<file path="src/sv/ise_pkg.sv">
// ----------------------------------------------------------------------------
// Insertion sort engine package
// Beat types for both channels and the link between neighboring sort cells.
// ----------------------------------------------------------------------------
package ise_pkg;

  localparam int unsigned DataWidth = 32;

  typedef struct packed {
    logic signed [DataWidth-1:0] sample_value;
    logic                        last_in;
  } in_beat_t;

  typedef struct packed {
    logic signed [DataWidth-1:0] sorted_value;
    logic                        last_out;
  } out_beat_t;

  // What one cell shows to its neighbors: occupancy, whether it holds a value
  // greater than the one being inserted, and the held value.
  typedef struct packed {
    logic                        valid;
    logic                        gt;
    logic signed [DataWidth-1:0] value;
  } cell_link_t;

  // Seen by the first cell on its low side: occupied and never greater, so the
  // first greater cell takes the new value.
  localparam cell_link_t HeadLink = '{valid: 1'b1, gt: 1'b0, value: '0};
  // Seen by the last cell on its high side: empty, so draining vacates it.
  localparam cell_link_t TailLink = '{valid: 1'b0, gt: 1'b1, value: '0};

endpackage

</file>
<file path="src/sv/ise_cell.sv">
// ----------------------------------------------------------------------------
// Insertion sort cell
// Holds one value of the sorted run; shifts up on insert, down on drain.
// ----------------------------------------------------------------------------
module ise_cell (
  input  logic                                clk_i,
  input  logic                                rst_ni,
  input  logic                                ins_en_i,
  input  logic signed [ise_pkg::DataWidth-1:0] ins_value_i,
  input  logic                                shift_en_i,
  input  ise_pkg::cell_link_t                 lo_i,
  input  ise_pkg::cell_link_t                 hi_i,
  output ise_pkg::cell_link_t                 link_o
);
  import ise_pkg::*;

  logic                        valid_q, valid_d;
  logic signed [DataWidth-1:0] value_q, value_d;
  logic                        gt;

  // An empty cell counts as greater, so empties stay above the run.
  // Equal values are not greater, which keeps arrival order among ties.
  assign gt = !valid_q || (value_q > ins_value_i);

  always_comb begin
    valid_d = valid_q;
    value_d = value_q;
    if (ins_en_i) begin
      if (gt) begin
        value_d = lo_i.gt ? lo_i.value : ins_value_i;
        valid_d = valid_q | lo_i.valid;
      end
    end else if (shift_en_i) begin
      value_d = hi_i.value;
      valid_d = hi_i.valid;
    end
  end

  always_ff @(posedge clk_i or negedge rst_ni) begin
    if (!rst_ni) begin
      valid_q <= 1'b0;
    end else begin
      valid_q <= valid_d;
    end
  end

  always_ff @(posedge clk_i) begin
    value_q <= value_d;
  end

  assign link_o = '{valid: valid_q, gt: gt, value: value_q};

endmodule

</file>
<file path="src/sv/insertion_sort_engine_top.sv">
// An insert beat is registered into the cell chain; a beat that flushes
// (last_in set, or the chain becomes full) shows its first result on the
// following cycle. Throughput: one insert per cycle while not draining; a
// run of n values drains at one result per cycle while out_stall_i is low,
// set by the single downward shift of the chain, input stalled.
// Reset empties every cell and clears the drain flag; cell values are unreset.
// ----------------------------------------------------------------------------
// Insertion sort engine
// Systolic chain of cells that keeps values in ascending signed order and
// streams the sorted run out smallest first.
// ----------------------------------------------------------------------------
module insertion_sort_engine_top #(
  parameter int unsigned MAX_ELEMENTS = 32
) (
  input  logic               clk_i,
  input  logic               rst_ni,
  input  logic               in_valid_i,
  output logic               in_stall_o,
  input  ise_pkg::in_beat_t  in_beat_i,
  output logic               out_valid_o,
  input  logic               out_stall_i,
  output ise_pkg::out_beat_t out_beat_o
);
  import ise_pkg::*;

  cell_link_t              links [MAX_ELEMENTS];
  logic [MAX_ELEMENTS-1:0] valid_vec;
  logic                    draining_q, draining_d;
  logic                    in_fire, out_fire, flush;

  assign in_stall_o = draining_q;
  assign in_fire    = in_valid_i && !draining_q;
  assign out_valid_o = draining_q && valid_vec[0];
  assign out_fire   = out_valid_o && !out_stall_i;

  for (genvar i = 0; i < MAX_ELEMENTS; i++) begin : g_cell
    cell_link_t lo, hi;
    if (i == 0) begin : g_lo_head
      assign lo = HeadLink;
    end else begin : g_lo_mid
      assign lo = links[i-1];
    end
    if (i == MAX_ELEMENTS - 1) begin : g_hi_tail
      assign hi = TailLink;
    end else begin : g_hi_mid
      assign hi = links[i+1];
    end

    ise_cell u_cell (
      .clk_i       (clk_i),
      .rst_ni      (rst_ni),
      .ins_en_i    (in_fire),
      .ins_value_i (in_beat_i.sample_value),
      .shift_en_i  (out_fire),
      .lo_i        (lo),
      .hi_i        (hi),
      .link_o      (links[i])
    );

    assign valid_vec[i] = links[i].valid;
  end

  // The beat that occupies the top cell fills the chain and flushes it too.
  assign flush = in_beat_i.last_in || valid_vec[MAX_ELEMENTS-2];

  always_comb begin
    draining_d = draining_q;
    if (in_fire && flush) begin
      draining_d = 1'b1;
    end else if (out_fire && !valid_vec[1]) begin
      draining_d = 1'b0;
    end
  end

  always_ff @(posedge clk_i or negedge rst_ni) begin
    if (!rst_ni) begin
      draining_q <= 1'b0;
    end else begin
      draining_q <= draining_d;
    end
  end

  assign out_beat_o = '{sorted_value: links[0].value, last_out: !valid_vec[1]};

`ifndef NO_ASSERTIONS
  // Occupied cells always form one contiguous run from the bottom.
  a_run_contiguous: assert property (@(posedge clk_i) disable iff (!rst_ni)
    (valid_vec[MAX_ELEMENTS-1:1] & ~valid_vec[MAX_ELEMENTS-2:0]) == '0)
    else $error("occupied cells are not contiguous");

  // While draining there is always a value at the bottom cell.
  a_drain_has_data: assert property (@(posedge clk_i) disable iff (!rst_ni)
    draining_q |-> valid_vec[0])
    else $error("draining with an empty bottom cell");

  // An insert with last_in set presents its first result on the next cycle.
  a_flush_to_output: assert property (@(posedge clk_i) disable iff (!rst_ni)
    (in_fire && in_beat_i.last_in) |=> out_valid_o)
    else $error("flush did not start the output run");

  // Taking the final result leaves the chain empty and ready for input.
  a_run_ends_empty: assert property (@(posedge clk_i) disable iff (!rst_ni)
    (out_fire && out_beat_o.last_out) |=> (!draining_q && valid_vec == '0))
    else $error("chain not empty after the last result");
`endif

endmodule
</file>
<file path="config.mk">
export PLATFORM = sky130hd
export DESIGN_NAME = insertion_sort_engine_top
export DESIGN_NICKNAME = d
export VERILOG_FILES = /design/src/sv/ise_pkg.sv /design/src/sv/ise_cell.sv /design/src/sv/insertion_sort_engine_top.sv
export SDC_FILE = /design/constraint.sdc
export NUM_CORES = 2
export LEC_CHECK = 0
export ABC_AREA = 1
export BUFFER_PORTS_ARGS = -buffer_cell sky130_fd_sc_hd__buf_2
export CAP_MARGIN = 20
export CORE_ASPECT_RATIO = 1.4
export CORE_UTILIZATION = 50
export CTS_CLUSTER_DIAMETER = 200
export DETAILED_ROUTE_END_ITERATION = 10
export HOLD_SLACK_MARGIN = 0.08
export PLACE_DENSITY = 0.77
export REMOVE_ABC_BUFFERS = 1
export SETUP_SLACK_MARGIN = 0.05
export SLEW_MARGIN = 20
export SYNTH_ARGS = -nofsm -noshare
export SYNTH_HDL_FRONTEND = slang
export SYNTH_SLANG_ARGS = --single-unit
</file>
<file path="constraint.sdc">
create_clock -name clk_i -period 7.9 [get_ports clk_i]
set_clock_uncertainty 0.05 [all_clocks]
set_input_delay 0.79 -clock clk_i [delete_from_list [all_inputs] [get_ports clk_i]]
set_output_delay 0.79 -clock clk_i [all_outputs]
set_load 0.01 [all_outputs]
</file>
* After elaboration in Yosys (flattened, before gate mapping)
Cells that the tools add are included.
Storage, ports and cells: register bits after elaboration 1057, bits of input ports 37, logic and storage cells 491, output and inout port bits 35
Operators by class: multiplexer cells 225, reductions and logical operators 106, $lt $le $gt $ge 32, bitwise operators 31, equality and inequality tests 32
Operators by type and width (count):
- two-way mux 32 bit | 127
- greater-than comparator 32 bit | 32
- two-way mux 1 bit | 98
- inequality test 2 x 1 -> 1 bit, second input constant | 32
- AND reduction 2 bit | 32
- logical NOT 1 bit | 34
- logical OR 1 bit | 33
- bitwise OR 1 bit | 31
- logical AND 1 bit | 5
- nonzero test 2 bit | 2

* Logic depth before layout (Yosys ltp)
depth after elaboration 5, mapped depth 22, mapped depth without buffers 21

* Modules after synthesis
A second synthesis with hierarchy kept.
Second synthesis, totals: cells, all modules 10733, area total of the unflattened synthesis 82235.1 µm²
By module, submodules not included:
- ise_cell | cells each 335, instances 32, area an instance 2567.5 µm²
- insertion_sort_engine_top | cells each 13, instances 1, area an instance 76.3 µm²

* Worst setup path before layout
Ideal clock, no wire load.
path kind input to register, from input in_beat_i[22] (netlist name), to register g_cell[0].u_cell.value_q[0] (enable), slack 3967 ps, path buffers 1, stages 14, data arrival time 3494 ps, cells stage by stage inv_1 ha_1 a21oi_1 nor2_1 nor2_1 nand3_1 a21oi_1 nand3_1 nand2_1 nand2_1 nand2_2 nand2_1 buf_2 nand2_1
On the way: word-level cells in the longest chain between the ends 4
Ends and longest elaborated chain:
- start, declared | RTL line insertion_sort_engine_top.sv:19 | input ise_pkg::in_beat_t in_beat_i,
- greater-than comparator 32 bit | RTL line ise_cell.sv:23 | assign gt = !valid_q || (value_q > ins_value_i);
- logical OR 1 bit | RTL line ise_cell.sv:23
- inequality test 2 x 1 -> 1 bit (no line)
- AND reduction 2 bit (no line)
- end signal, assigned | RTL line ise_cell.sv:48 | value_q <= value_d;
- end, declared | RTL line ise_cell.sv:18 | logic signed [DataWidth-1:0] value_q, value_d;
No other way between the ends. A chain may end at the register's enable or synchronous reset.

* Final worst setup path
from input in_beat_i[12] (netlist name), to register g_cell[14].u_cell.value_q[27] (enable)
On the way: word-level cells in the longest chain between the ends 4
Ends and longest elaborated chain (RTL line):
- greater-than comparator 32 bit | ise_cell.sv:23
- logical OR 1 bit | ise_cell.sv:23
- inequality test 2 x 1 -> 1 bit (no line)
- AND reduction 2 bit (no line)
- end signal, assigned | ise_cell.sv:48
- end, declared | ise_cell.sv:18
No other way between the ends.

==> impl_summary.txt <==
----------------------------------------------------
[Run status]
  Status ... complete, no violations

[Critical path]
  Worst R2R End ... g_cell[10].u_cell.value_q[11]$_DFFE_PP_
  Largest fanout of any net on the critical path ... 34
  Crit path launch ... in_beat_i[12]
  Required time of the critical path ... 8.24 ns
  Worst setup path class ... primary input to flip-flop
  Number of cells on the worst reg-to-reg path ... 12
  Stage delay of the slowest cell on the critical path ... 0.82 ns
  Crit-path leading delay family ... simple AND/OR/NAND/NOR gates
  Worst-case register-to-register setup slack ... between 3 and 4 ns
  Kind of start point of the critical path ... primary input
  Critical path capture point type ... flip-flop
  Source of the worst register-to-register timing path ... g_cell[10].u_cell.value_q[31]$_DFFE_PP_
  Worst path bufs/invs ... 4
  Cell repeated most along the worst path ... sky130_fd_sc_hd__nand2_1
  Endpoint arrival time on the critical path ... 5.71 ns
  Cell Chain, Critical Path ... buf_2, inv_1, buf_4, ha_1, nand4_1, nor3_1, nand2_1, nand2_1, nand2_1, nand2_1, nand2_1, nand2_1, nand2_1, nand2_2, nand2_2, nand2_1, buf_4
  Highest-delay cell along the critical path ... sky130_fd_sc_hd__inv_1

[Placement]
  Placer's final routability congestion estimate ... about 0.96
  Number of input and output port buffers inserted ... 71
  DP HPWL ... 189000 µm

[Clock tree]
  Reg clk slew, reported paths ... 0.06 ns
  # hold bufs at CTS ... 1
  Post-CTS Setup Inserts ... 0
  Master cell of the clock root buffer ... sky130_fd_sc_hd__clkbuf_16
  Post-cts sizing count ... 0
  TritonCTS clock tree ... yes
  Clock net sink count ... 1057
  Deepest level of the CTS H-tree ... 3
  Clock Path Buffers ... 3
  Clock latency of the later-clocked register in the worst-skew pair ... 0.77 ns
  Number of buffers inserted during clock tree synthesis ... between 100 and 150

[Final layout]
  Commonest cells after routing, fill and taps aside ... sky130_fd_sc_hd__nand2_1, sky130_fd_sc_hd__inv_1, sky130_fd_sc_hd__ha_1, sky130_fd_sc_hd__edfxtp_1, sky130_fd_sc_hd__a21oi_1
  Signed area change from the synthesized netlist to the final layout ... 7.16%
  Antenna diode instance count ... 0
  Final core utilization ... 0.542
  Ratio of cells with drive above 1 in the final layout ... 0.0423
  Filler cell count ... between 15000 and 20000
  Layout net count ... 12200
  Most common cell after layout, fill and taps aside ... sky130_fd_sc_hd__nand2_1

[Synth]
  Count of different cell masters after synthesis ... 35
  Simple-Gate Fraction of Synth Area ... 0.324
  Count of warnings emitted by yosys ... 0
  Combinational family with the most area after synthesis ... simple AND/OR/NAND/NOR gates
  Part of the Yosys area used for sequential elements ... 0.387
  Complex-gate fraction of the synthesized area ... 0.0464
  Cell area after technology mapping ... ~80000 µm²
  Xor/xnor share of the synthesized area ... 0
  Number of storage elements in the synthesis netlist ... roughly 1100
  Synthesized-area fraction occupied by adder cells ... 0.157
  Per-instance average area after synthesis ... 7.24 µm²
  Share of synthesized area spent on multiplexers ... 0
  Gate count after technology mapping ... 11300

[Floorplan]
  Area of the die ... 165000 µm²
  Die span in y ... 480 µm
  Standard cell core area ... approximately 160000 µm²
  Starting density of the core ... 0.506
  Num ports ... 72
  Die width ... 343 µm
  Number of rows created at floorplan ... 174

[Global route]
  Number of antenna violations at the first check in global routing ... 1
  Overall track demand over capacity in global routing ... 0.299
  Aggregate global routing overflow ... 0
  Wire length of the first global-routing pass ... 387000 µm
  Vias in the first global route ... 72000
  Pin count of the biggest net entering global routing ... 200

[STA]
  Slew margin rel. ... 0.210
  Final setup violating endpoints ... 0
  Fraction of the cycle the final worst path needs ... 0.680
  RSZ-0062 raised after global routing ... false
  Slew of the pin with the lowest slew margin ... 1.18 ns
  Final total negative setup slack ... 0 ns
  Final number of max-transition violations ... 0
  Clock period minus worst slack ... 5.37 ns
  Number of hold violations in the final report ... 0
  Max Clock Freq ... 186 MHz

[Pwr]
  Worst IR drop on VDD ... a little under 300 µV
  Power density cells ... 435 nW/µm²
  Total leakage power ... 50.7 nW
  Overall power after layout ... roughly 38 mW

[Hold path]
  End of the worst hold path ... in_stall_o$_DFFE_PN0P_
  Kind of path behind the tightest hold check ... primary input to flip-flop
  Hold path startpoint ... in_beat_i[0]
  Hold path depth ... 4

[Drt]
  Drt drc ... 0
  Vias per std cell ... 5.33
  Iteration count of the initial detailed-routing pass ... 8
  Detailed router's first-iteration violation count ... approximately 5300
  Vias after detailed routing ... 71300
  Routed wire per std cell ... ~19 µm
  Drt total wl ... ~250000 µm
  Count of nets left with antenna violations after detail routing ... 0

[Job]
  MaxCap Viol Count ... 0

----------------------------------------------------
-- power breakdown --
part | leakage [nW] | internal, mW | switching [mW]
clock network | 1.88 | 3.27 | 2.43
registers | 10.3 | 11.0 | 2.68
logic | 38.6 | 6.27 | 12.4
total | 50.7 | 20.5 | 17.5
-- how the worst max path moves through the flow --
| stage | end | slack [ns] | cells after the start |
|---|---|---|---|
| finish | g_cell[14].u_cell.value_q[27]$_DFFE_PP_ | 2.53 | 17 |
| global route | g_cell[10].u_cell.value_q[11]$_DFFE_PP_ | 2.31 | 16 |
| CTS | g_cell[10].u_cell.value_q[11]$_DFFE_PP_ | 2.75 | 15 |
| detailed placement | g_cell[10].u_cell.value_q[11]$_DFFE_PP_ | 1.95 | 15 |
| global placement | g_cell[10].u_cell.value_q[10]$_DFFE_PP_ | 2.00 | 15 |
| floorplan | g_cell[0].u_cell.value_q[0]$_DFFE_PP_ | -20.09 | 4 |
-- cell families after synthesis --
| kind of cell | count (synthesis) |
|---|---|
| and+or+nand+nor | 6792 |
| DFF | 1057 |
| buffers and inverters | 1670 |
| adders and majority gates | 1024 |
| AOI/OAI and AO/OA | 708 |
-- area by class of cell --
class | count | area, µm² | share of cell area
Multi-Input combinational cell | 8524 | 43000 | 0.492
Tap cell | 2112 | 2640 | 0.0303
Inverter | 1258 | 4720 | 0.0541
Clock buffer | 164 | 3280 | 0.0375
Timing Repair Buffer | 217 | 1500 | 0.0172
Clock inverter | 55 | 597 | 0.00683
Sequential cell | 1057 | 31600 | 0.362
-- stage by stage --
stage          worst slack, ns  instances  hold WS (ns)  cell area [µm²]
2_1_floorplan           -20.09      10800         0.444            79300
3_3_place_gp              2.00      13200         0.471            83400
3_5_place_dp              1.95      13200         0.477            83400
4_1_cts                   2.75      13400         0.406            87300
5_1_grt                   2.31      13400         0.436            87300
6_report                  2.53      13400         0.446            87300
-- sequential cells by signal, indices dropped and copies added (netlist names) --
name / flops
in_stall_o: 1
g_cell.u_cell.valid_q: 32
g_cell.u_cell.value_q: 1024
-- cells in the mapped netlist, drive strengths merged --
| cell | n | area (µm²) |
|---|---|---|
| nand2 | 6149 | 23300 |
| nand3b | 5 | 37.5 |
| or3 | 1 | 6.26 |
| ha | 1024 | 12800 |
| buf | 253 | 1620 |
| o21bai | 8 | 60.1 |
| dfrtp | 33 | 826 |
| or2 | 1 | 6.26 |
| and3 | 3 | 18.8 |
| nor3 | 24 | 140 |
| nor2 | 348 | 1320 |
| clkbuf | 159 | 597 |
| nand3 | 160 | 826 |
| a21oi | 472 | 2360 |
| a31oi | 1 | 6.26 |
| inv | 1258 | 4720 |
| nand4 | 80 | 500 |
| o21a | 56 | 420 |
| o21ai | 141 | 706 |
| edfxtp | 1024 | 30700 |
| and2 | 4 | 25.0 |
| a21o | 30 | 225 |
| nor4 | 4 | 31.3 |
| nor3b | 13 | 148 |
-- worst reg2reg max path: stages, from the launching register on --
cell                       delay [ns]
sky130_fd_sc_hd__edfxtp_1        0.41
sky130_fd_sc_hd__ha_1            0.44
sky130_fd_sc_hd__a21oi_1         0.32
sky130_fd_sc_hd__o21a_1          0.17
sky130_fd_sc_hd__nand2_1         0.08
sky130_fd_sc_hd__a21oi_1         0.61
sky130_fd_sc_hd__nand3_1         0.16
sky130_fd_sc_hd__nand2_1         0.10
sky130_fd_sc_hd__nand2_1         0.06
sky130_fd_sc_hd__nand2_2         0.53
sky130_fd_sc_hd__nand2_2         0.66
sky130_fd_sc_hd__nand2_1         0.22
sky130_fd_sc_hd__buf_4           0.48
-- routing by layer --
metal / up-vias / wire [µm] / GRT usage / part of all wire
li1: 35400 / - / - / -
met1: 32300 / 84600 / 0.294 / 0.34
met2: 2670 / 127000 / 0.547 / 0.51
met3: 1003 / 12500 / 0.0341 / 0.050
met4: 0 / 24700 / 0.269 / 0.10
met5: - / 0 / 0 / 0
Note: power is estimated with default switching activity, not from simulation.
